--- config.mk ---
export PLATFORM = sky130hd
export DESIGN_NAME = lexical_token_scanner_top
export DESIGN_NICKNAME = d
export VERILOG_FILES = /design/src/design/lts_pkg.sv /design/src/design/lts_out_fifo.sv /design/src/design/lexical_token_scanner_top.sv
export SDC_FILE = /design/constraint.sdc
export NUM_CORES = 2
export LEC_CHECK = 0
export BUFFER_PORTS_ARGS = -buffer_cell sky130_fd_sc_hd__buf_2
export CAP_MARGIN = 10
export CELL_PAD_IN_SITES_DETAIL_PLACEMENT = 0
export CELL_PAD_IN_SITES_GLOBAL_PLACEMENT = 1
export CORE_MARGIN = 1
export CORE_UTILIZATION = 45
export CTS_BUF_LIST = sky130_fd_sc_hd__clkbuf_4
export CTS_CLUSTER_DIAMETER = 100
export DETAILED_ROUTE_END_ITERATION = 7
export HOLD_SLACK_MARGIN = 0.06
export MAX_ROUTING_LAYER = met4
export PLACE_DENSITY_LB_ADDON = 0.1
export RECOVER_POWER = 100
export SYNTH_ARGS = -nofsm -noshare
export SYNTH_HDL_FRONTEND = slang
export SYNTH_HIERARCHICAL = 1
export SYNTH_SLANG_ARGS = --single-unit
export TNS_END_PERCENT = 5
--- constraint.sdc ---
create_clock -name clk_i -period 21.4 [get_ports clk_i]
set_clock_uncertainty 0.05 [all_clocks]
set_input_delay 6.42 -clock clk_i [delete_from_list [all_inputs] [get_ports clk_i]]
set_output_delay 6.42 -clock clk_i [all_outputs]
set_load 0.01 [all_outputs]
--- src/design/lts_pkg.sv ---
// Shared types and constants for the lexical token scanner.
`timescale 1ns / 1ps
package lts_pkg;

  localparam int unsigned KindW   = 6;
  localparam int unsigned StatusW = 2;
  localparam int unsigned NumKw   = 17;

  // Token kind codes.
  localparam logic [KindW-1:0] KindLParen  = 6'd0;
  localparam logic [KindW-1:0] KindDot     = 6'd5;
  localparam logic [KindW-1:0] KindSlash   = 6'd12;
  localparam logic [KindW-1:0] KindBang    = 6'd13;
  localparam logic [KindW-1:0] KindEqual   = 6'd15;
  localparam logic [KindW-1:0] KindLess    = 6'd17;
  localparam logic [KindW-1:0] KindGreater = 6'd19;
  localparam logic [KindW-1:0] KindComment = 6'd21;
  localparam logic [KindW-1:0] KindString  = 6'd22;
  localparam logic [KindW-1:0] KindNumber  = 6'd23;
  localparam logic [KindW-1:0] KindIdent   = 6'd24;
  localparam logic [KindW-1:0] KindKw0     = 6'd25;
  localparam logic [KindW-1:0] KindEof     = 6'd42;

  // Status codes.
  localparam logic [StatusW-1:0] StatOk         = 2'd0;
  localparam logic [StatusW-1:0] StatUnexpected = 2'd1;
  localparam logic [StatusW-1:0] StatUnterm     = 2'd2;

  // Characters the scanner tests for.
  localparam logic [7:0] ChEq    = 8'h3D;
  localparam logic [7:0] ChSlash = 8'h2F;
  localparam logic [7:0] ChDot   = 8'h2E;
  localparam logic [7:0] ChUnder = 8'h5F;
  localparam logic [7:0] ChNl    = 8'h0A;
  localparam logic [7:0] ChQuote = 8'h22;

  // Scanner modes.
  typedef enum logic [3:0] {
    ModeIdle, ModeOp, ModeSlash, ModeComment, ModeString,
    ModeInt, ModeDot, ModeFrac, ModeIdent
  } mode_e;

  // Keyword table: up to 6 characters, first character in the low byte.
  localparam logic [47:0] KwText [NumKw] = '{
    48'h000000726176, 48'h0000006E7566, 48'h0073_73616C63, 48'h0072_65707573,
    48'h000073696874, 48'h000000006669, 48'h0000_65736C65, 48'h0065_6C696877,
    48'h000000726F66, 48'h00000000726F, 48'h000000646E61, 48'h747265737361,
    48'h0074_6E697270, 48'h6E7275746572, 48'h0000006C696E, 48'h0000_65757274,
    48'h0065_736C6166
  };
  localparam logic [2:0] KwLen [NumKw] = '{
    3'd3, 3'd3, 3'd5, 3'd5, 3'd4, 3'd2, 3'd4, 3'd5, 3'd3, 3'd2, 3'd3, 3'd6,
    3'd5, 3'd6, 3'd3, 3'd4, 3'd5
  };

  function automatic logic is_digit(input logic [7:0] c);
    return (c >= 8'h30) && (c <= 8'h39);
  endfunction

  function automatic logic is_alpha(input logic [7:0] c);
    return ((c >= 8'h61) && (c <= 8'h7A)) || ((c >= 8'h41) && (c <= 8'h5A)) || (c == ChUnder);
  endfunction

  // One- or two-character operator kind.
  function automatic logic [KindW-1:0] op_kind(input logic [7:0] op, input logic two);
    logic [KindW-1:0] base;
    case (op)
      8'h21:   base = KindBang;
      ChEq:    base = KindEqual;
      8'h3C:   base = KindLess;
      default: base = KindGreater;
    endcase
    return base + {5'd0, two};
  endfunction

  // Punctuation index 0..11, or 12 when the byte is not punctuation.
  function automatic logic [3:0] punct_idx(input logic [7:0] c);
    case (c)
      8'h28: return 4'd0;
      8'h29: return 4'd1;
      8'h7B: return 4'd2;
      8'h7D: return 4'd3;
      8'h2C: return 4'd4;
      8'h2E: return 4'd5;
      8'h2D: return 4'd6;
      8'h2B: return 4'd7;
      8'h2A: return 4'd8;
      8'h3B: return 4'd9;
      8'h3A: return 4'd10;
      8'h3F: return 4'd11;
      default: return 4'd12;
    endcase
  endfunction

endpackage

--- src/design/lts_out_fifo.sv ---
// Small output queue that holds tokens until the receiver takes them.
`timescale 1ns / 1ps
module lts_out_fifo #(
  parameter int unsigned Width = 8,
  parameter int unsigned Depth = 8
) (
  input  logic             clk_i,
  input  logic             rst_ni,
  input  logic             push_i,
  input  logic [Width-1:0] push_data_i,
  output logic [$clog2(Depth+1)-1:0] free_o,
  output logic             out_valid_o,
  input  logic             out_ready_i,
  output logic [Width-1:0] out_data_o
);
  localparam int unsigned AW = $clog2(Depth);
  localparam int unsigned CW = $clog2(Depth+1);

  logic [Width-1:0] mem_q [Depth];
  logic [AW-1:0] wr_q, rd_q;
  logic [CW-1:0] cnt_q;
  logic pop;

  assign pop         = out_valid_o && out_ready_i;
  assign out_valid_o = cnt_q != '0;
  assign out_data_o  = mem_q[rd_q];
  assign free_o      = CW'(Depth) - cnt_q;

  // Storage writes.
  always_ff @(posedge clk_i) begin
    if (push_i) begin
      mem_q[wr_q] <= push_data_i;
    end
  end

  // Pointers and fill count.
  always_ff @(posedge clk_i or negedge rst_ni) begin
    if (!rst_ni) begin
      wr_q  <= '0;
      rd_q  <= '0;
      cnt_q <= '0;
    end else begin
      if (push_i) begin
        wr_q <= (wr_q == AW'(Depth - 1)) ? '0 : wr_q + 1'b1;
      end
      if (pop) begin
        rd_q <= (rd_q == AW'(Depth - 1)) ? '0 : rd_q + 1'b1;
      end
      cnt_q <= cnt_q + CW'(push_i) - CW'(pop);
    end
  end
endmodule

--- src/design/lexical_token_scanner_top.sv ---
// Top level of the lexical token scanner: byte scanner and token queue.
// Usage:
//   Input channel (valid_i/ready_o): one transaction carries kind_i and
//   byte_value_i, a source byte or an end-of-input marker.
//   Output channel (valid_o/ready_i): one transaction carries one token with
//   kind, offset, length, line, status and a last flag for the final token
//   caused by one input transaction.
//   An input is scanned in the cycle it is accepted. Its first token is
//   written to the six-entry output queue in the next cycle, from the
//   result register, and can be taken once the queue has stored it.
//   Throughput is one byte per cycle while ready_o is high. An input that
//   yields two or three tokens holds ready_o low while they enter the queue.
//   Otherwise an input is taken while at least three entries stay free after
//   the token being written, which a receiver that takes one token per cycle
//   always leaves. When the receiver stalls, tokens collect and ready_o drops.
//   End of input flushes the pending token, emits end-of-file and returns
//   the scanner to its reset state for a new text.
//   Reset (rst_ni low) clears the scanner state, line to one, offsets to
//   zero, and empties the queue.
`timescale 1ns / 1ps
module lexical_token_scanner_top #(
  parameter int unsigned KEYWORD_MAX_LEN = 6,
  parameter int unsigned OFFSET_BITS     = 32,
  parameter int unsigned LINE_BITS       = 24
) (
  input  logic        clk_i,
  input  logic        rst_ni,
  input  logic        valid_i,
  output logic        ready_o,
  input  logic        kind_i,
  input  logic [7:0]  byte_value_i,
  output logic        valid_o,
  input  logic        ready_i,
  output logic [5:0]  token_kind_o,
  output logic [31:0] token_offset_o,
  output logic [31:0] token_length_o,
  output logic [23:0] line_number_o,
  output logic [1:0]  status_o,
  output logic        last_o
);
  import lts_pkg::*;

  localparam int unsigned LenW  = $clog2(KEYWORD_MAX_LEN + 2);
  localparam int unsigned TokW  = KindW + 32 + 32 + 24 + StatusW + 1;
  localparam int unsigned Depth = 6;
  localparam int unsigned CW    = $clog2(Depth + 1);
  localparam logic [OFFSET_BITS-1:0] OffMax  = '1;
  localparam logic [LINE_BITS-1:0]   LineMax = '1;

  typedef struct packed {
    logic [KindW-1:0]       kind;
    logic [OFFSET_BITS-1:0] off;
    logic [OFFSET_BITS-1:0] len;
    logic [StatusW-1:0]     status;
  } tok_t;

  // Scanner state.
  mode_e                  mode_q, mode_d;
  logic [7:0]             op_q, op_d;
  logic [OFFSET_BITS-1:0] pos_q, pos_d, start_q, start_d;
  logic [LINE_BITS-1:0]   line_q, line_d;
  logic [7:0]             kwbuf_q [KEYWORD_MAX_LEN];
  logic [LenW-1:0]        idlen_q, idlen_d;
  logic                   kw_wr;

  // Registered results of the scan.
  tok_t                   res_q [3];
  logic [1:0]             nres_q;
  logic [LINE_BITS-1:0]   rline_q;

  tok_t                   res_d [3];
  logic [1:0]             nres_d;

  logic                   accept;
  logic [CW-1:0]          free;
  logic [7:0]             c;
  logic                   push;

  assign accept  = valid_i && ready_o;
  assign ready_o = free >= (CW'(3) + CW'(push));
  assign c       = byte_value_i;

  function automatic logic [OFFSET_BITS-1:0] sub_floor(
      input logic [OFFSET_BITS-1:0] a, input logic [OFFSET_BITS-1:0] b);
    return (a > b) ? a - b : '0;
  endfunction

  // Line numbers wider than the output port saturate.
  function automatic logic [23:0] sat_line(input logic [LINE_BITS-1:0] v);
    return (LINE_BITS > 24 && (v >> 24) != '0) ? '1 : 24'(v);
  endfunction

  // Keyword match over the identifier buffer.
  logic [KindW-1:0] ident_k;
  always_comb begin
    logic hit;
    ident_k = KindIdent;
    for (int i = NumKw - 1; i >= 0; i--) begin
      hit = (idlen_q == LenW'(KwLen[i]));
      for (int j = 0; j < 6; j++) begin
        if (j < int'(KwLen[i]) && kwbuf_q[j] != KwText[i][8*j +: 8]) hit = 1'b0;
      end
      if (hit) ident_k = KindKw0 + KindW'(i);
    end
  end

  // Single-pass scan of one input.
  always_comb begin
    logic [OFFSET_BITS-1:0] p, st1;
    logic taken, at_end, flushing;
    logic [3:0] pi;
    p      = pos_q;
    // A string body starts after the quote; the offset saturates.
    st1    = (start_q == OffMax) ? OffMax : start_q + 1'b1;
    mode_d = mode_q;
    op_d   = op_q;
    pos_d  = pos_q;
    start_d = start_q;
    line_d = line_q;
    idlen_d = idlen_q;
    kw_wr  = 1'b0;
    nres_d = 2'd0;
    taken  = 1'b0;
    flushing = 1'b0;
    at_end = kind_i;
    pi     = punct_idx(c);
    for (int k = 0; k < 3; k++) res_d[k] = '0;

    if (at_end) begin
      flushing = 1'b1;
    end else begin
      case (mode_q)
        ModeOp: begin
          if (c == ChEq) begin
            res_d[0] = '{op_kind(op_q, 1'b1), start_q, OFFSET_BITS'(2), StatOk};
            nres_d = 2'd1;
            mode_d = ModeIdle;
            taken = 1'b1;
          end
        end
        ModeSlash: if (c == ChSlash) begin mode_d = ModeComment; taken = 1'b1; end
        ModeComment: if (c != ChNl) taken = 1'b1;
        ModeString: begin
          taken = 1'b1;
          if (c == ChQuote) begin
            res_d[0] = '{KindString, st1, sub_floor(p, st1), StatOk};
            nres_d = 2'd1;
            mode_d = ModeIdle;
          end else if (c == ChNl && line_q != LineMax) begin
            line_d = line_q + 1'b1;
          end
        end
        ModeInt: begin
          if (is_digit(c)) taken = 1'b1;
          else if (c == ChDot) begin mode_d = ModeDot; taken = 1'b1; end
        end
        ModeDot: if (is_digit(c)) begin mode_d = ModeFrac; taken = 1'b1; end
        ModeFrac: if (is_digit(c)) taken = 1'b1;
        ModeIdent: begin
          if (is_alpha(c) || is_digit(c)) begin
            taken = 1'b1;
            kw_wr = idlen_q < LenW'(KEYWORD_MAX_LEN);
            if (idlen_q <= LenW'(KEYWORD_MAX_LEN)) idlen_d = idlen_q + 1'b1;
          end
        end
        default: taken = 1'b1;
      endcase
      if (mode_q == ModeIdle) taken = 1'b0;
      flushing = !taken && mode_q != ModeIdle;
    end

    // Pending token flush.
    if (flushing) begin
      mode_d = ModeIdle;
      case (mode_q)
        ModeOp: begin
          res_d[0] = '{op_kind(op_q, 1'b0), start_q, OFFSET_BITS'(1), StatOk};
          nres_d = 2'd1;
        end
        ModeSlash: begin
          res_d[0] = '{KindSlash, start_q, OFFSET_BITS'(1), StatOk};
          nres_d = 2'd1;
        end
        ModeComment: begin
          res_d[0] = '{KindComment, start_q, sub_floor(p, start_q), StatOk};
          nres_d = 2'd1;
        end
        ModeString: begin
          res_d[0] = '{KindString, st1, sub_floor(p, st1), at_end ? StatUnterm : StatOk};
          nres_d = 2'd1;
        end
        ModeInt, ModeFrac: begin
          res_d[0] = '{KindNumber, start_q, sub_floor(p, start_q), StatOk};
          nres_d = 2'd1;
        end
        ModeDot: begin
          res_d[0] = '{KindNumber, start_q, sub_floor(sub_floor(p, OFFSET_BITS'(1)), start_q),
                       StatOk};
          res_d[1] = '{KindDot, sub_floor(p, OFFSET_BITS'(1)), OFFSET_BITS'(1), StatOk};
          nres_d = 2'd2;
        end
        ModeIdent: begin
          res_d[0] = '{(idlen_q > LenW'(KEYWORD_MAX_LEN)) ? KindIdent : ident_k,
                       start_q, sub_floor(p, start_q), StatOk};
          nres_d = 2'd1;
        end
        default: ;
      endcase
    end

    if (at_end) begin
      res_d[nres_d] = '{KindEof, p, '0, StatOk};
      nres_d = nres_d + 2'd1;
    end else if (!taken) begin
      // Scan the byte from idle.
      start_d = p;
      if (pi != 4'd12) begin
        res_d[nres_d] = '{KindW'(pi), p, OFFSET_BITS'(1), StatOk};
        nres_d = nres_d + 2'd1;
      end else if (c == 8'h21 || c == ChEq || c == 8'h3C || c == 8'h3E) begin
        op_d = c;
        mode_d = ModeOp;
      end else if (c == ChSlash) begin
        mode_d = ModeSlash;
      end else if (c == 8'h20 || c == 8'h09 || c == 8'h0D) begin
      end else if (c == ChNl) begin
        if (line_q != LineMax) line_d = line_q + 1'b1;
      end else if (c == ChQuote) begin
        mode_d = ModeString;
      end else if (is_digit(c)) begin
        mode_d = ModeInt;
      end else if (is_alpha(c)) begin
        idlen_d = LenW'(1);
        mode_d = ModeIdent;
      end else begin
        res_d[nres_d] = '{KindLParen, p, OFFSET_BITS'(1), StatUnexpected};
        nres_d = nres_d + 2'd1;
      end
    end
    if (!at_end && pos_q != OffMax) pos_d = pos_q + 1'b1;
  end

  // Identifier buffer writes.
  always_ff @(posedge clk_i) begin
    if (accept && !kind_i) begin
      if (mode_q == ModeIdent && kw_wr) begin
        kwbuf_q[idlen_q[$clog2(KEYWORD_MAX_LEN)-1:0]] <= c;
      end else if (mode_d == ModeIdent && mode_q != ModeIdent) begin
        kwbuf_q[0] <= c;
      end
    end
  end

  // Result register payload. Every token of one scan carries the line
  // before any newline in that byte is counted.
  always_ff @(posedge clk_i) begin
    if (accept) begin
      res_q   <= res_d;
      rline_q <= line_q;
    end
  end

  // Scanner control state.
  always_ff @(posedge clk_i or negedge rst_ni) begin
    if (!rst_ni) begin
      mode_q  <= ModeIdle;
      op_q    <= '0;
      pos_q   <= '0;
      start_q <= '0;
      line_q  <= LINE_BITS'(1);
      idlen_q <= '0;
      nres_q  <= '0;
    end else begin
      nres_q <= accept ? nres_d : 2'd0;
      if (accept) begin
        if (kind_i) begin
          mode_q  <= ModeIdle;
          op_q    <= '0;
          pos_q   <= '0;
          start_q <= '0;
          line_q  <= LINE_BITS'(1);
          idlen_q <= '0;
        end else begin
          mode_q  <= mode_d;
          op_q    <= op_d;
          pos_q   <= pos_d;
          start_q <= start_d;
          line_q  <= line_d;
          idlen_q <= idlen_d;
        end
      end
    end
  end

  // Serialize up to three registered results into the queue, one per
  // cycle through its single write port.
  logic [1:0] drain_q;
  logic [1:0] drain_cnt_q;
  tok_t       hold_q [3];
  logic [LINE_BITS-1:0] hline_q;
  logic [1:0] total;
  logic [TokW-1:0] pdata;

  // Results of one scan are pushed one per cycle: the first from the result register, the rest from a holding copy.
  assign total = (drain_cnt_q != 2'd0) ? drain_cnt_q : nres_q;
  assign push  = total != 2'd0;
  always_comb begin
    tok_t t;
    logic [31:0] o32, l32;
    logic [23:0] ln;
    logic        lst;
    if (drain_cnt_q != 2'd0) begin
      t = hold_q[drain_q];
      ln = sat_line(hline_q);
      lst = (drain_q + 2'd1) == drain_cnt_q;
    end else begin
      t = res_q[0];
      ln = sat_line(rline_q);
      lst = nres_q == 2'd1;
    end
    o32 = (OFFSET_BITS > 32 && (t.off >> 32) != '0) ? '1 : 32'(t.off);
    l32 = (OFFSET_BITS > 32 && (t.len >> 32) != '0) ? '1 : 32'(t.len);
    pdata = {t.kind, o32, l32, ln, t.status, lst};
  end

  always_ff @(posedge clk_i) begin
    if (nres_q > 2'd1 && drain_cnt_q == 2'd0) begin
      hold_q  <= res_q;
      hline_q <= rline_q;
    end
  end

  always_ff @(posedge clk_i or negedge rst_ni) begin
    if (!rst_ni) begin
      drain_q     <= '0;
      drain_cnt_q <= '0;
    end else if (drain_cnt_q != 2'd0) begin
      if (drain_q + 2'd1 == drain_cnt_q) begin
        drain_cnt_q <= '0;
        drain_q     <= '0;
      end else begin
        drain_q <= drain_q + 2'd1;
      end
    end else if (nres_q > 2'd1) begin
      drain_cnt_q <= nres_q;
      drain_q     <= 2'd1;
    end
  end

  // A new scan result lands while a burst drains only if room is reserved:
  // stall input while a burst drains.
  logic [CW-1:0] fifo_free;
  assign free = (drain_cnt_q != 2'd0 || nres_q > 2'd1) ? '0 : fifo_free;

  lts_out_fifo #(.Width(TokW), .Depth(Depth)) u_fifo (
    .clk_i       (clk_i),
    .rst_ni      (rst_ni),
    .push_i      (push),
    .push_data_i (pdata),
    .free_o      (fifo_free),
    .out_valid_o (valid_o),
    .out_ready_i (ready_i),
    .out_data_o  ({token_kind_o, token_offset_o, token_length_o, line_number_o,
                   status_o, last_o})
  );
endmodule
---- Word-level counts from Yosys, hierarchy flattened ----
Memories as Yosys holds them, arrays and structs flattened.
Index checks and enable logic that the tools add are counted.
cells by class
  $add $sub $neg .......................... 17
  $mul .................................... 0
  divide/modulo/power cells ............... 0
  order comparisons ....................... 18
  equality and inequality tests ........... 98
  shift operators ......................... 0
  mux-type cells .......................... 229
  bitwise gates (word level) .............. 2
  reduce and logical (&&, ||, !) cells .... 41
operator list
  kind                   number
  $mux 216               10
  $bwmux 216             3
  $pmux 72 s7            1
  $mux 72                6
  $ne 8x7->1 const B     45
  $mux 24                12
  $mux 32                9
  $eq 8x6->1 const B     20
  $bmux 72 s2            1
  $demux 72 s2           1
  $mux 144               1
  $pmux 72 s2            1
  $mux 6                 21
  $gt 32x32->1           3
  $sub 32x32->32         3
  $mux 1                 94
  $mux 4                 19
  $mux 71                1
  $mux 69                1
  $add 32x1->32 const B  2
  $mux 3                 17
  $pmux 4 s12            1
  $mux 2                 20
  $mux 8                 5
  other kinds (57)       108
storage, ports and cells
  bits in registers ....................... 598
  bits in latches ......................... 0
  RAM bits ................................ 630
  ROM bits ................................ 0
  bits of input ports ..................... 13
  output and inout port bits .............. 99
  memories ................................ 2
memories
  memory        words  bits a word  rd ports  clocked after memory_dff  wr ports  line                             text
  u_fifo.mem_q  6      97           1         0                         1         lts_out_fifo.sv:19               logic [Width-1:0] mem_q [Depth];
  kwbuf_q       6      8            6         0                         1         lexical_token_scanner_top.sv:62  logic [7:0] kwbuf_q [KEYWORD_MAX_LEN];

---- Depth between registers and ports, before layout ----
An unclocked memory read counts as a cell.
  depth in word-level cells ............... 38
  mapped depth ............................ 22

---- Hierarchy ----
The synthesis kept the hierarchy.
modules (own cells, without submodules)
  module                     instances  cells each  area each (um2)  sequential area each (um2)
  lexical_token_scanner_top  1          3086        30247.8          14620.3
  lts_out_fifo               1          1176        23349.9          17702.0

---- Worst setup path after synthesis ----
No wires, ideal clock.
  path type ............................... input to register
  start point ............................. in valid_i
  end point ............................... reg line_q[6]
  setup time .............................. 0.136 ns
  arrival ................................. 12.412 ns
  required time ........................... 21.214 ns
  slack ................................... 8.803 ns
  stages on the path ...................... 6
  buffers on the path ..................... 1
  path through ............................ nand2_1 -> inv_1 -> clkbuf_1 -> nand2_1 -> o211ai_1 -> o41ai_1
between the ends
  longest elaborated chain between the ends .. 1
ends and longest elaborated chain
  what                  line                              text
  from (decl)           lexical_token_scanner_top.sv:28   input logic valid_i,
  $logic_and 1x1->1     lexical_token_scanner_top.sv:79   assign accept = valid_i && ready_o;
  named net accept      lexical_token_scanner_top.sv:74   logic accept;
  to (signal assigned)  lexical_token_scanner_top.sv:288  line_q <= line_d;
  to (decl)             lexical_token_scanner_top.sv:61   logic [LINE_BITS-1:0] line_q, line_d;
The timed path passes the listed nets, and every way through them passes these cells.
A chain may end at the register's enable or synchronous reset.

==> flow_metrics.py <==
metrics = {
    "synth": {
        "yosys.area.top_type": "edfxtp_1",
        "synthArstFlopShare": 0.108,
        "mappedNetlistArea_um2": 53600,
        "netlist_top_cells_area": "edfxtp_1 55%, dfrtp_1 5.5%, mux2i_1 4.5%, nand2_1 2.7%, ha_1 2.7%",
        "yosys_most_used_dff": "edfxtp_1",
        "syn_avg_cell_area_um2": 12.6,
        "ys_types": 99,
        "synth_top_area_share": 0.548,
        "synthesis.nets": 4395,
        "synth-seq-cells": 1096,
        "synth_fa_ha_area_frac": 0.0288,
        "synth-compound-area-share": 0.130,
        "yosys.area_share.simple": 0.112,
        "synthMuxAreaShare": 0.0701,
        "yosys_warnings": 6,
        "synth-seq-area-share": 0.603,
        "synth_xor_area_frac": 0.0286,
        "synth_edf_count": 978,
        "synth_top_family_by_area": "compound AO/OA/AOI/OAI gates",
        "syn_inst": 4262,
    },
    "clock_tree": {
        "clk_latency_ns": 1.22,
        "cts_buffer_depth": 4,
        "clk_pin_slew_ns": 0.06,
        "cts_tree": "yes",
        "clockRootBuffer": "clkbuf_4",
        "h-tree-depth": 5,
        "post-cts-setup-buffer-count": 0,
        "cts_hold_buf": 0,
        "numCtsBuffers": 312,
        "ctsResizeCount": 0,
        "clock_sinks": 1096,
    },
    "global_route": {
        "met1_usage": 0.388,
        "antenna_found_initial": 6,
        "grt_pass1_vias": 34900,
        "grt_max_degree": 99,
        "grtUsageMet3": 0.0458,
        "global_route.overflow_total": 0,
        "grt_pass1_wl_um": 229000,
        "grtUsageTotal": 0.262,
        "top_usage_layer": "met1",
        "met2_usage": 0.365,
    },
    "setup_path": {
        "worst-path-max-fanout": 45,
        "slowest_stage": "clkbuf_1",
        "worstPathRequired_ns": 22.39,
        "worstRegToRegCells": 4,
        "critPathMaxStageDelay_ns": 1.79,
        "cp.arrival_ns": 16.65,
        "cp-start-kind": "input port",
        "path_cells": "clkbuf_1 > or4b_1 > nor2_1 > nand2_1 > a2111oi_0 > a21oi_1 > nor2_2 > clkbuf_1 > a21oi_1 > ha_1 > nand2b_2 > clkbuf_1 > o21ai_0 > nand2b_1 > o22ai_1 > a21o_1",
        "r2r_end": "hold_q[207]",
        "cp_common_cell": "clkbuf_1",
        "critPathKind": "in2reg",
        "endpoint": "res_q[174]",
        "r2r_setup_slack_ns": 11.17,
        "startpoint": "byte_value_i[3]",
        "r2r_start": "drain_cnt_q[0]",
        "worstSetupEndpointType": "register",
    },
    "timing": {
        "slew_violations": 1542,
        "hold_viol": 0,
        "period_needed_ns": 15.66,
        "rsz0062_at_grt": "false",
        "fmax_ghz": 0.0639,
        "slew_headroom": -3.80,
        "fin_ws_ns": 5.74,
        "worstMarginPinSlew_ns": 7.20,
        "tns_ns": 0,
        "finalCritPeriodShare": 0.732,
        "finalSetupViolCount": 0,
    },
    "floorplan": {
        "num_rows": 126,
        "core_um2": 118000,
        "start_util": 0.454,
        "die_area_um2": 120000,
        "die_w_um": 347,
        "ios": 112,
        "die_y_um": 347,
    },
    "power": {
        "power_frac_clock": 0.195,
        "p_seq_frac": 0.393,
        "p_leak_nw": 21.7,
        "intPower_mw": 5.65,
        "max-vdd-ir-drop_mv": 0.132,
        "total_power_mw": 9.48,
        "power_switching_mw": 3.82,
        "powerDensity_nw_per_um2": 161,
        "share_comb_of_total_power": 0.412,
        "sw_frac_of_total": 0.403,
    },
    "routing": {
        "wire_per_inst_um": 24.7,
        "via_per_inst": 5.83,
        "drtAntennaViolNets": 0,
        "num_vias": 36600,
        "drt_iter0_drc": 3126,
        "drtPass1Iterations": 6,
        "wl_um": 155000,
        "drcViolationCount": 0,
    },
    "status": {
        "violations": "capacitance limit, slew limit",
        "outcome": "finished, violations left",
    },
    "final_layout": {
        "final_common_cell": "edfxtp_1",
        "fill_cells": 10600,
        "final_util": 0.498,
        "ff_latch_area_um2": 32300,
        "drive_gt1_frac": 0.160,
        "layout_common_cells": "978 x edfxtp_1, 473 x clkbuf_4, 389 x nand2_1, 345 x nor2_1, 256 x a21oi_1",
        "syn_to_final_growth_pct": 9.78,
        "final_cells": 6282,
        "multiInputGateArea_um2": 19400,
        "finalNetCount": 4676,
    },
    "place": {
        "gp_congestion": 0.940,
        "dpl.cell_count": 5765,
        "io_buffers": 111,
        "dp_slack_ns": 9.98,
        "place_hpwl_um": 105000,
    },
    "run": {
        "drv_cap": 31,
    },
    "min_path": {
        "worst_hold_path_type": "reg2reg",
    },
}
## stage by stage
stage               hold slack [ns]  cell area [µm²]
floorplan                     0.350            53600
global placement              0.351            55900
detailed placement            0.355            55900
CTS                           0.334            59600
global route                  0.307            58800
finish                        0.324            58800
## flip-flops by register name, indices dropped and copies added, names as in the netlist
register	flops
drain_cnt_q	2
drain_q	2
hline_q	24
hold_q	150
idlen_q	3
kwbuf_q	48
line_q	24
mode_q	4
nres_q	2
op_q	8
pos_q	32
res_q	150
rline_q	24
start_q	32
u_fifo/cnt_q	3
u_fifo/mem_q	582
u_fifo/rd_q	3
u_fifo/wr_q	3
## worst min path at each step
stage,from,end,slack [ns],cells past startpoint
floorplan,res_q[0],hold_q[0],0.35,0
finish,res_q[63],hold_q[63],0.32,0
global route,res_q[63],hold_q[63],0.31,0
detailed placement,res_q[108],hold_q[108],0.35,0
global placement,res_q[54],hold_q[54],0.35,0
CTS,res_q[63],hold_q[63],0.33,0
## cells in the mapped netlist, drive strengths merged (14+ instances only)
library cell	count
a211oi	18
a21o	56
a21oi	257
a22o	76
a22oi	45
a31oi	19
and2	57
and3	42
buf	81
clkbuf	160
dfrtp	117
edfxtp	978
ha	116
inv	100
mux2	98
mux2i	241
nand2	390
nand2b	33
nand3	69
nand4	48
nor2	349
nor2b	30
nor3	69
nor4	30
o211ai	15
o21a	19
o21ai	143
o221ai	113
o22ai	43
o41ai	30
or3	33
or4	14
xnor2	122
xor2	53
## area by class of cell
type                       count  area share
clock inverter                33     0.00266
multi-input combinational   2824       0.329
clock buffer                 473      0.0603
antenna                       11    0.000468
tap                         1536      0.0327
timing repair buffer         208      0.0191
sequential                  1096       0.549
inverter                     101     0.00646
## power by group through the flow
stage	clock network (mW)	registers [mW]	logic (mW)
finish	1.85	3.72	3.91
global route	2.03	3.77	4.22
CTS	1.91	3.64	4.04
detailed placement	0	3.69	4.02
global placement	0	3.67	4.01
floorplan	0	3.63	2.71
## worst max-delay path: cells and delay by family
family          cells  cell delay [ns]
compound gates      6             4.11
fa+ha+maj           1             0.46
buf+inv             3             3.66
simple gates        6             1.96
## metal layers
metal	wire, µm	vias up	part of all wire
li1	-	17000	-
met4	3590	0	0.023
met3	9500	252	0.061
met2	66900	1191	0.43
met5	0	-	0
met1	75000	18200	0.48
## kinds of logic after synthesis
| family | Yosys count |
|---|---|
| AOI/OAI and AO/OA | 947 |
| DFF | 1096 |
| xor gates and xnor gates | 175 |
| adders and majority gates | 121 |
| muxes | 339 |
| buffers and inverters | 342 |
| and+or+nand+nor | 1242 |
Power figures use the tool's default switching activity.
